<file path="config.mk">
export PLATFORM = sky130hd
export DESIGN_NAME = quad_attitude_pid_mixer
export DESIGN_NICKNAME = d
export VERILOG_FILES = /design/src/hw/rtl/qapm_pkg.sv /design/src/hw/rtl/quad_attitude_pid_mixer.sv
export SDC_FILE = /design/constraint.sdc
export NUM_CORES = 2
export LEC_CHECK = 0
export BUFFER_PORTS_ARGS = -buffer_cell sky130_fd_sc_hd__buf_2
export CAP_MARGIN = 20
export CELL_PAD_IN_SITES_DETAIL_PLACEMENT = 1
export CELL_PAD_IN_SITES_GLOBAL_PLACEMENT = 1
export CORE_MARGIN = 2
export CORE_UTILIZATION = 50
export DETAILED_ROUTE_END_ITERATION = 8
export PLACE_DENSITY_LB_ADDON = 0.1
export SYNTH_ARGS = -nofsm -noshare
export SYNTH_HDL_FRONTEND = slang
export SYNTH_SLANG_ARGS = --single-unit
</file>
<file path="constraint.sdc">
create_clock -name i_clk -period 10.9 [get_ports i_clk]
set_clock_uncertainty 0.05 [all_clocks]
set_input_delay 0 -clock i_clk [delete_from_list [all_inputs] [get_ports i_clk]]
set_output_delay 0 -clock i_clk [all_outputs]
set_load 0.03 [all_outputs]
</file>
<file path="src/hw/rtl/qapm_pkg.sv">
// ----------------------------------------------------------------------------
// qapm_pkg
// constants and types shared by the attitude pid and motor mixer
// ----------------------------------------------------------------------------
package qapm_pkg;

    localparam int ACC_W = 48;

    typedef enum logic [1:0] {
        ST_IDLE,
        ST_MUL,
        ST_OUT
    } t_state;

    localparam logic [2:0] CFG_ROLL  = 3'd0;
    localparam logic [2:0] CFG_PITCH = 3'd1;
    localparam logic [2:0] CFG_YAW   = 3'd2;
    localparam logic [2:0] CFG_TRIM  = 3'd3;
    localparam logic [2:0] CFG_ARMED = 3'd4;

    localparam logic [11:0] THR_BASE  = 12'd1000;
    localparam logic [11:0] YAW_LO    = 12'd1480;
    localparam logic [11:0] YAW_HI    = 12'd1520;
    localparam logic [11:0] YAW_MID   = 12'd1500;

endpackage

</file>
<file path="src/hw/rtl/quad_attitude_pid_mixer.sv">
// ----------------------------------------------------------------------------
// quad_attitude_pid_mixer
// x-frame roll/pitch/yaw pid with four-motor mix, bit-serial multiplier
// ----------------------------------------------------------------------------
// channel   dir  handshake              payload
// in        in   i_valid / o_ready      angles, targets, sticks, gyro rates
// out       out  o_valid / i_ready      four motors, yaw integral clear
// cfg       in   i_cfg_valid / o_cfg_ready  i_cfg_index, i_cfg_data
//
// one item runs 8 products of 16 serial steps each on the shared shift-add multiplier, then an output step
// synchronous active-low reset clears control, config registers and integrals
// a new item is taken while the previous result waits in the output register
// the output cycle holds until that earlier result has been transferred
// ----------------------------------------------------------------------------
module quad_attitude_pid_mixer (
    input  logic        i_clk,
    input  logic        i_rst_n,
    input  logic        i_valid,
    output logic        o_ready,
    input  logic signed [15:0] i_roll_angle,
    input  logic signed [15:0] i_pitch_angle,
    input  logic signed [15:0] i_yaw_angle,
    input  logic signed [15:0] i_roll_target,
    input  logic signed [15:0] i_pitch_target,
    input  logic signed [15:0] i_yaw_target,
    input  logic [11:0] i_throttle_stick,
    input  logic [11:0] i_yaw_stick,
    input  logic signed [15:0] i_gyro_x,
    input  logic signed [15:0] i_gyro_y,
    input  logic signed [15:0] i_gyro_z,
    output logic        o_valid,
    input  logic        i_ready,
    output logic [15:0] o_motor_one,
    output logic [15:0] o_motor_two,
    output logic [15:0] o_motor_three,
    output logic [15:0] o_motor_four,
    output logic        o_yaw_rate_integral_clear,
    input  logic        i_cfg_valid,
    output logic        o_cfg_ready,
    input  logic [2:0]  i_cfg_index,
    input  logic [47:0] i_cfg_data
);
    import qapm_pkg::*;

    logic [47:0] r_roll_gains, r_pitch_gains, r_trim;
    logic [31:0] r_yaw_gains;
    logic        r_armed;
    logic signed [31:0] r_roll_int, r_pitch_int;

    t_state r_state, n_state;
    logic [2:0] r_prod;
    logic [3:0] r_bit;

    // captured operands
    logic signed [16:0] r_rol, r_pit, r_yaw;
    logic signed [16:0] r_gx, r_gy;
    logic signed [17:0] r_yrate;
    logic [11:0] r_thr;
    logic        r_upd, r_clr_int, r_yclr;

    // serial multiplier: unsigned 16-bit gain times signed operand
    logic [15:0] r_mplier;
    logic signed [ACC_W-1:0] r_mcand, r_acc;
    logic signed [ACC_W-1:0] r_rout, r_pout, r_yout;

    logic [15:0] r_m1, r_m2, r_m3, r_m4;
    logic        r_oyclr;
    logic        r_ovalid;

    assign o_cfg_ready = (r_state == ST_IDLE) && !r_ovalid;
    assign o_ready     = (r_state == ST_IDLE) && !i_cfg_valid;
    assign o_valid     = r_ovalid;
    assign o_motor_one   = r_m1;
    assign o_motor_two   = r_m2;
    assign o_motor_three = r_m3;
    assign o_motor_four  = r_m4;
    assign o_yaw_rate_integral_clear = r_oyclr;

    // item setup
    logic signed [12:0] thr_full;
    logic [11:0] thr_in;
    logic [12:0] ys_diff;
    logic signed [17:0] yr_in;
    logic        ycl_in, lvl_in;

    always_comb begin
        thr_full = $signed({1'b0, i_throttle_stick}) - $signed({1'b0, THR_BASE});
        thr_in   = thr_full[12] ? 12'd0 : thr_full[11:0];
        ycl_in   = (i_yaw_stick < YAW_LO) || (i_yaw_stick > YAW_HI);
        ys_diff  = {1'b0, i_yaw_stick} - {1'b0, YAW_MID};
        yr_in    = ycl_in ? (18'(signed'(i_gyro_z))
                    + 18'($signed(ys_diff)) * 18'sd10) : 18'(signed'(i_gyro_z));
        lvl_in   = (i_roll_target > -16'sd64) && (i_roll_target < 16'sd64)
                && (i_pitch_target > -16'sd64) && (i_pitch_target < 16'sd64)
                && (i_roll_angle > -16'sd640) && (i_roll_angle < 16'sd640)
                && (i_pitch_angle > -16'sd640) && (i_pitch_angle < 16'sd640)
                && (thr_in > 12'd300);
    end

    // operand selection per product
    logic [15:0] sel_g;
    logic signed [ACC_W-1:0] sel_x;
    always_comb begin
        case (r_prod)
            3'd0: begin sel_g = r_roll_gains[15:0];  sel_x = ACC_W'(r_rol); end
            3'd1: begin sel_g = r_roll_gains[31:16]; sel_x = ACC_W'(r_rol); end
            3'd2: begin sel_g = r_roll_gains[47:32]; sel_x = ACC_W'(r_gx) <<< 6; end
            3'd3: begin sel_g = r_pitch_gains[15:0]; sel_x = ACC_W'(r_pit); end
            3'd4: begin sel_g = r_pitch_gains[31:16]; sel_x = ACC_W'(r_pit); end
            3'd5: begin sel_g = r_pitch_gains[47:32]; sel_x = ACC_W'(r_gy) <<< 6; end
            3'd6: begin sel_g = r_yaw_gains[15:0];   sel_x = ACC_W'(r_yaw); end
            default: begin sel_g = r_yaw_gains[31:16]; sel_x = ACC_W'(r_yrate) <<< 6; end
        endcase
    end

    // integral update after its product lands
    logic signed [ACC_W-1:0] imax, ri_sum, pi_sum, ri_new, pi_new, prod_done;
    logic [24:0] lim_prod;
    logic [10:0] lim_int;
    always_comb begin
        prod_done = r_acc + (r_mplier[0] ? r_mcand : '0);
        // divide by ten through a reciprocal multiply
        lim_prod = 25'(r_thr) * 25'd6554;
        lim_int = 11'(lim_prod >> 16);
        imax = ACC_W'(lim_int) <<< 14;
        ri_sum = ACC_W'(r_roll_int) + prod_done;
        pi_sum = ACC_W'(r_pitch_int) + prod_done;
        ri_new = (ri_sum > imax) ? imax : ((ri_sum < -imax) ? -imax : ri_sum);
        pi_new = (pi_sum > imax) ? imax : ((pi_sum < -imax) ? -imax : pi_sum);
    end

    // mixing
    logic signed [ACC_W-1:0] q_h, z_y, x_z, bse, ro, po, yo;
    logic signed [ACC_W-1:0] mx1, mx2, mx3, mx4;
    logic run;
    function automatic logic [15:0] sat(input logic signed [ACC_W-1:0] v);
        logic signed [ACC_W-1:0] t;
        t = v >>> 14;
        if (v < 0) sat = 16'd0;
        else if (t > 48'sd65535) sat = 16'hFFFF;
        else sat = t[15:0];
    endfunction
    always_comb begin
        q_h = ACC_W'(signed'(r_trim[15:0]));
        z_y = ACC_W'(signed'(r_trim[31:16]));
        x_z = ACC_W'(signed'(r_trim[47:32]));
        bse = ACC_W'(r_thr);
        ro  = r_rout + ACC_W'(r_roll_int);
        po  = r_pout + ACC_W'(r_pitch_int);
        yo  = r_yout;
        mx1 = ((bse - 48'sd25 + q_h + z_y - x_z) <<< 14) - ro - po + yo;
        mx2 = ((bse - 48'sd25 + q_h - z_y + x_z) <<< 14) - ro + po - yo;
        mx3 = ((bse - 48'sd25 - q_h + z_y + x_z) <<< 14) + ro - po - yo;
        mx4 = ((bse + 48'sd75 - q_h - z_y - x_z) <<< 14) + ro + po + yo;
        run = (r_thr > 12'd200) && r_armed;
    end

    always_comb begin
        n_state = r_state;
        case (r_state)
            ST_IDLE: if (i_valid && o_ready) n_state = ST_MUL;
            ST_MUL:  if (r_bit == 4'd15 && r_prod == 3'd7) n_state = ST_OUT;
            ST_OUT:  if (!r_ovalid || i_ready) n_state = ST_IDLE;
            default: n_state = ST_IDLE;
        endcase
    end

    always_ff @(posedge i_clk) begin
        if (!i_rst_n) begin
            r_state <= ST_IDLE;
            r_ovalid <= 1'b0;
            r_roll_gains <= '0;
            r_pitch_gains <= '0;
            r_yaw_gains <= '0;
            r_trim <= '0;
            r_armed <= 1'b0;
            r_roll_int <= '0;
            r_pitch_int <= '0;
            r_prod <= '0;
            r_bit <= '0;
        end else begin
            r_state <= n_state;
            if (r_ovalid && i_ready) r_ovalid <= 1'b0;
            if (i_cfg_valid && o_cfg_ready) begin
                case (i_cfg_index)
                    CFG_ROLL:  r_roll_gains  <= i_cfg_data;
                    CFG_PITCH: r_pitch_gains <= i_cfg_data;
                    CFG_YAW:   r_yaw_gains   <= i_cfg_data[31:0];
                    CFG_TRIM:  r_trim        <= i_cfg_data;
                    CFG_ARMED: r_armed       <= i_cfg_data[0];
                    default: ;
                endcase
            end
            case (r_state)
                ST_IDLE: begin
                    if (i_valid && o_ready) begin
                        r_rol <= 17'(i_roll_target) + 17'(i_roll_angle);
                        r_pit <= 17'(i_pitch_target) + 17'(i_pitch_angle);
                        r_yaw <= 17'(i_yaw_target) + 17'(i_yaw_angle);
                        r_gx <= 17'(i_gyro_x);
                        r_gy <= 17'(i_gyro_y);
                        r_yrate <= yr_in;
                        r_thr <= thr_in;
                        r_upd <= lvl_in;
                        r_clr_int <= !lvl_in && (thr_in < 12'd200);
                        r_yclr <= ycl_in;
                        r_prod <= '0;
                        r_bit <= '0;
                        r_acc <= '0;
                        r_mplier <= r_roll_gains[15:0];
                        r_mcand <= ACC_W'(17'(i_roll_target) + 17'(i_roll_angle));
                    end
                end
                ST_MUL: begin
                    if (r_bit == 4'd15) begin
                        case (r_prod)
                            3'd0: r_rout <= prod_done;
                            3'd1: begin
                                if (r_upd) r_roll_int <= ri_new[31:0];
                                else if (r_clr_int) r_roll_int <= '0;
                            end
                            3'd2: r_rout <= r_rout + prod_done;
                            3'd3: r_pout <= prod_done;
                            3'd4: begin
                                if (r_upd) r_pitch_int <= pi_new[31:0];
                                else if (r_clr_int) r_pitch_int <= '0;
                            end
                            3'd5: r_pout <= r_pout + prod_done;
                            3'd6: r_yout <= prod_done;
                            default: r_yout <= r_yout + prod_done;
                        endcase
                        r_prod <= r_prod + 3'd1;
                        r_bit <= '0;
                        r_acc <= '0;
                    end else begin
                        r_acc <= prod_done;
                        r_mcand <= r_mcand <<< 1;
                        r_mplier <= r_mplier >> 1;
                        r_bit <= r_bit + 4'd1;
                    end
                end
                default: ;
            endcase
            // clear the operands when a product finishes, load the next pair on its first step
            if (r_state == ST_MUL && r_bit == 4'd15) begin
                r_mcand <= '0;
                r_mplier <= '0;
            end
            if (r_state == ST_MUL && r_bit == 4'd0) begin
                r_mplier <= sel_g >> 1;
                r_mcand <= sel_x <<< 1;
                r_acc <= sel_g[0] ? sel_x : '0;
            end
            if (r_state == ST_OUT && (!r_ovalid || i_ready)) begin
                r_ovalid <= 1'b1;
                r_oyclr <= r_yclr;
                r_m1 <= run ? sat(mx1) : 16'd0;
                r_m2 <= run ? sat(mx2) : 16'd0;
                r_m3 <= run ? sat(mx3) : 16'd0;
                r_m4 <= run ? sat(mx4) : 16'd0;
            end
        end
    end

    assert property (@(posedge i_clk) disable iff (!i_rst_n)
        (r_state != ST_IDLE) |-> !o_ready)
        else $error("ready while busy");
    assert property (@(posedge i_clk) disable iff (!i_rst_n)
        (r_state == ST_OUT) |=> o_valid)
        else $error("result not presented");
    assert property (@(posedge i_clk) disable iff (!i_rst_n)
        (o_valid && !r_armed) |-> (o_motor_one == 16'd0 && o_motor_four == 16'd0))
        else $error("motor drive while disarmed");

endmodule
</file>
[Word level (Yosys, flattened, before mapping)]
Index checks and enable logic that the tools add are counted.
Storage, ports and cells
  logic and storage cells: 233
  flip-flop bits (word level): 688
Operators by class
  multipliers: 2
  mux-type cells: 46
  add/sub/neg operators: 43
  reduce and logical (&&, ||, !) cells: 60
  eq/ne operators: 21
  bitwise logic cells: 2
  $lt $le $gt $ge: 25
Operators with widths (count)
  $pmux 48 s2: 5
  $mux 48: 9
  $add 48x48->48: 8
  $sub 48x48->48: 6
  $pmux 48 s5: 1
  $mux 32: 7
  $lt 48x1->1 const B: 4
  $gt 34x17->1 const B: 4
  $pmux 16 s7: 1
  $add 32x48->48: 2
  $add 33x48->48: 2
  $add 48x32->48: 2
  $gt 48x24->1: 2
  $lt 48x48->1: 2
  $mux 16: 6
  $add 16x16->17: 4
  $neg 23->48: 1
  $add 18x16->19: 2
  $add 17x16->18: 2
  $sub 17x16->18: 2
  $sub 34x16->34: 1
  $gt 16x11->1 const B: 2
  $gt 16x7->1 const B: 2
  $lt 16x11->1 const B: 2
  other kinds (56): 120

[Depth between registers and ports, before layout]
  depth after elaboration: 11
  mapped depth: 45

[Worst setup path before layout]
OpenSTA, ideal clock, no wires.
  path kind: register -> register
  start: register r_thr[0]
  end: register r_m2[10] (netlist: o_motor_two[10]) (data pin)
  stages on the path, launching flop included: 43
  slack: 1348 ps
  data required time: 10596 ps
  arrival: 9248 ps
  path through: edfxtp_1 inv_1 ha_1 xnor2_1 inv_1 ha_1 nor2b_1 o21ai_0 a21boi_0 o21ai_0 a21boi_0 o21ai_0 a21boi_0 o21ai_0 nand2b_1 a21o_1 a21oi_1 o21ai_0 [7 not listed] fa_1 inv_1 ha_1 clkbuf_1 a21o_1 a21oi_1 o21bai_1 a21o_1 a21oi_1 o21ai_0 xor2_1 or4_1 a21boi_0 nand4_1 a2111oi_1 nand4b_1 buf_2 o21a_1
Between the ends
  word-level cells in the longest chain between the ends: 9
  elaborated cells between the ends (all ways): 14
  classes of those cells: 7 x add/sub; 3 x order compare; 1 x mux; 1 x bitwise; 2 x reduce/logical
Ends and longest elaborated chain
  from (decl): RTL line quad_attitude_pid_mixer.sv:58  | logic [11:0] r_thr;
  from (signal assigned): RTL line quad_attitude_pid_mixer.sv:203  | r_thr <= thr_in;
  $sub 12x5->13: RTL line quad_attitude_pid_mixer.sv:152  | mx2 = ((bse - 48'sd25 + q_h - z_y + x_z) <<< 14) - ro + po - yo;
  $add 13x16->17: RTL line quad_attitude_pid_mixer.sv:152
  $sub 17x16->18: RTL line quad_attitude_pid_mixer.sv:152
  $add 18x16->19: RTL line quad_attitude_pid_mixer.sv:152
  $sub 48x48->48: RTL line quad_attitude_pid_mixer.sv:152
  $add 48x48->48: RTL line quad_attitude_pid_mixer.sv:152
  $sub 48x48->48: RTL line quad_attitude_pid_mixer.sv:152
  $lt 48x1->1 or $gt 34x17->1 (tied branches): RTL line quad_attitude_pid_mixer.sv:139, quad_attitude_pid_mixer.sv:140
  $reduce_or 2->1 (no source line) or $mux 16 (tied branches)
  to (signal assigned): RTL line quad_attitude_pid_mixer.sv:258  | r_m2 <= run ? sat(mx2) : 16'd0;
  to (decl): RTL line quad_attitude_pid_mixer.sv:66  | logic [15:0] r_m1, r_m2, r_m3, r_m4;
Several ways; a longest one is shown, not always the timed one.
A chain may end at the register's enable or synchronous reset.

[Final worst setup path]
  start: register r_thr[6]
  end: register r_roll_int[1]
Between the ends
  word-level cells in the longest chain between the ends: 6
  elaborated cells between the ends (all ways): 7
  classes of those cells: 1 x add/sub; 1 x mul; 2 x order compare; 3 x mux
Ends and longest elaborated chain
  $mul 12x12->24 (*): RTL line quad_attitude_pid_mixer.sv:123  | lim_prod = 25'(r_thr) * 25'd6554;
  $neg 23->48
  $lt 48x48->1: RTL line quad_attitude_pid_mixer.sv:128  | ri_new = (ri_sum > imax) ? imax : ((ri_sum < -imax) ? -imax : ri_sum);
  $mux 32: RTL line quad_attitude_pid_mixer.sv:128
  $mux 32 (*): RTL line quad_attitude_pid_mixer.sv:128
  $mux 32 (*): RTL line quad_attitude_pid_mixer.sv:219  | if (r_upd) r_roll_int <= ri_new[31:0];
  to (signal assigned): RTL line quad_attitude_pid_mixer.sv:219
  to (decl): RTL line quad_attitude_pid_mixer.sv:48  | logic signed [31:0] r_roll_int, r_pitch_int;
Mark *: on every way between the ends. The rest lies on a longest branch, timed or not.

==> results by group <==
Job
  • Number of max-cap violations: 0

Logic synthesis
  • Synth Register Bits: 688
  • Post-synth ARST share: 0%
  • Syn_nets: 10.9k
  • Multiplexer share of the synthesized area: 0.871%
  • Warnings, synthesis: 0
  • Post-Synth Simple-Gate Area: about 15%
  • Post-Synth Adder-Cell Area: roughly 27%
  • Gate Count Post-Synth: 9,221
  • Post-synth EDFFs: 437
  • Compound-cell area share of the yosys netlist: 22.4%
  • Avg Cell Area, Syn: 8.66 um2
  • Synthesized cell area: around 0.080 mm2
  • Post-synthesis xor/xnor area fraction: 6.72%
  • Seq/Total Area, Yosys: 22.7%
  • Main synth FF type: edfxtp_1
  • Largest family of logic cells by synthesized area: adder cells
  • Synth cell types: 109

Cells and area
  • Fin nets: ~12k
  • Finished Layout Cells: 12.0k
  • Fill cells: 18.6k
  • Core Util, Final: 57.1%
  • Most frequent cells in the layout: ha_1, nand2_1, inv_1
  • Final design area excluding fillers: 0.0905 mm2
  • Most common cell after layout, fill and taps aside: ha_1
  • Area grow syn2layout: 13.3%
  • Share of layout cells above drive strength 1: 7.27%

Timing
  • Max_slew headroom: 13.9%
  • Fin crit share: 95.1%
  • Final min period: 10.36 ns
  • Setup TNS: 0 ns
  • Measured slew at the worst slew-check pin: 1.28 ns
  • FMAX: 0.0965 GHz
  • Final worst slack: 0.539 ns
  • Hold Fails Final Rpt: 0
  • Max-slew violation count: 0
  • Final setup viols: 0
  • Worst hold margin: between 0.02 and 0.03 ns

Die
  • Row count: around 150
  • I/O pin count: 292
  • Effective utilization at floorplan: 50.4%
  • Total core area: 0.159 mm2
  • Die width: between 400 and 500 um
  • Chip height: 404 um
  • Full die area: 0.163 mm2

GRT
  • Grt peak-use layer: met2
  • Global-route met2 utilization: 65.3%
  • Initial antenna violation count: 14
  • Gr ovfl total: 0
  • First-pass GRT wire length: 487 mm
  • Gr usage total: roughly 39%
  • Largest net degree at the start of global routing: 116
  • Met1 usage: 49.3%
  • Vias in the first global route: 79.3k
  • GR met3 Demand/Resource: 6.03%

Critical path
  • RR Startpoint: r_thr[6]
  • Reg-to-Reg End: r_roll_int[1]
  • CP arrival: between 10 and 15 ns
  • Crit. End Element: register
  • Worst-path maximum fanout: 17
  • CP Class: register to register
  • Worst setup path start: r_thr[6]
  • Setup crit start kind: register
  • Setup slack, reg-to-reg: 0.54 ns
  • Critical path capture point: r_roll_int[1]
  • CP required: 11.43 ns
  • Reg2Reg Depth: 27

Clocking
  • Worst-path clk slew: 0.06 ns
  • # H-tree levels: 3
  • Worst-skew pair later-pin latency: ~0.75 ns
  • Clock sink total: approximately 690
  • CTS tree: built
  • Root Driver: clkbuf_16
  • TritonCTS buffer count: 84
  • Clock tree buffer depth: 3

Power and ir drop
  • Leak Pwr: about 41 nW
  • Pwr Density: 143 mW/mm2
  • Maximum vdd drop: about 0.13 mV
  • Final Power: 12.9 mW

Placed design
  • Setup WS pre-CTS: -0.0457 ns
  • IO Port Bufs: between 200 and 300
  • Area post-placement: 0.0842 mm2
  • DP HPWL: 251 mm
  • Placed Instances: 11.5k
  • GPL Wtd Cong: 1.00

Drt
  • Initial DRC count: between 6k and 7k
  • Routed Antenna Nets: 0
  • Vias: around 76k
  • Via/cell ratio: 6.33
  • Post-Route WL: ~330 mm
  • Wire length per cell: 27.2 um
  • DRC errors left: 0
  • First-pass DRT Iterations: 9

Hold path
  • Worst Hold Class: primary input to register

Run status
  • Outcome: finished, final reports clean
==> how the worst min path moves through the flow <==
stage,cells past startpoint,to,startpoint
after floorplan,0,r_gx[0],i_gyro_x[0]
after global placement,1,r_gx[0],i_gyro_x[0]
after detailed placement,1,r_gy[11],i_gyro_y[11]
after CTS,6,r_state[0],i_valid
after global routing,4,r_rol[13],i_roll_angle[12]
final,4,r_rol[13],i_roll_angle[12]
==> registers in the layout, indices dropped and copies added (netlist names), 17 cells and up <==
signal / cells
r_roll_gains: 48
r_pout: 48
r_pit: 17
r_yrate: 18
r_mcand: 48
r_pitch_int: 32
r_trim: 48
r_acc: 48
r_pitch_gains: 48
r_yout: 48
r_rout: 48
r_roll_int: 32
r_yaw_gains: 32
r_yaw: 17
r_rol: 17
==> Yosys cell counts, types with 104 or more instances <==
library cell     n  area (um2)
clkbuf_1       233         875
xnor2_1        370        3240
nor2b_1        104         651
a21boi_0       220        1650
fa_1           445        8910
a21o_1         376        2820
ha_1          1016       12700
o21bai_1       107         803
inv_1          939        3520
nor3_1         131         656
nand3_1        167         836
nand2_1       1010        3790
nor2_1         469        1760
a21oi_1        716        3580
xor2_1         235        2060
edfxtp_1       437       13100
dfxtp_1        251        5020
o21ai_0        525        2630
==> routing by layer <==
| metal | vias up | part of all wire (%) | wire length, um |
|---|---|---|---|
| met5 | - | 0.0071 | 23 |
| met4 | 4 | 5.5 | 17900 |
| met3 | 795 | 7.0 | 22900 |
| met2 | 3032 | 47 | 152000 |
| met1 | 37895 | 41 | 133000 |
| li1 | 34040 | - | - |
==> logic make-up (layout without fill, tap and decap cells) <==
family                     Yosys count  in the layout
AOI/OAI and AO/OA                 2731           2731
and+or+nand+nor                   2460           2460
adders and majority gates         1461           1461
buffers and inverters             1205           1877
DFF                                688            688
xor gates and xnor gates           608            608
muxes                               68             68
other                                0              6
==> area by class of cell <==
| type | instances | area (um2) | share of cell area, % |
|---|---|---|---|
| multi-input cells | 7328 | 57400 | 63.4 |
| flip-flops and latches | 688 | 18100 | 20.1 |
| repair buffers | 781 | 5990 | 6.62 |
| inverters | 940 | 3530 | 3.90 |
| well taps | 2072 | 2590 | 2.86 |
| clock buffers | 103 | 2250 | 2.49 |
| clock inverters | 53 | 599 | 0.662 |
| diodes | 6 | 15.0 | 0.0166 |
==> worst max-delay path, stage by stage, from the launching register on <==
cell and delay [ns]:
edfxtp_1 0.63, inv_1 0.25, ha_1 0.43, fa_1 0.50, inv_1 0.05, fa_1 0.48
fa_1 0.50, inv_1 0.06, fa_1 0.39, ha_1 0.35, a211oi_1 0.34, nand3_1 0.21
a41o_1 0.35, a2111oi_0 0.60, o31ai_1 0.20, xor2_1 0.24, buf_4 0.28, inv_1 0.20
ha_1 0.32, nand2_1 0.06, or3_1 0.42, a2111oi_0 0.61, o2111ai_1 0.22, or4_1 0.45
nor4_2 0.46, a21o_1 0.64, nand3_1 0.44, o21ai_0 0.45
==> where the power goes <==
group	leakage, nW	internal [mW]	switching [mW]
Clock	1.39	1.64	1.32
Sequential	5.99	2.89	0.0415
Combinational	33.6	2.65	4.38
Total	40.9	7.18	5.74
==> timing repair <==
item,CTS,global route
hold buffers,326,0
resized for setup,1,20
endpoints found under the setup margin,16,49
pin swaps,0,1
buffers inserted,0,5
hold endpoints to repair,329,0
Power figures use the tool's default switching activity.
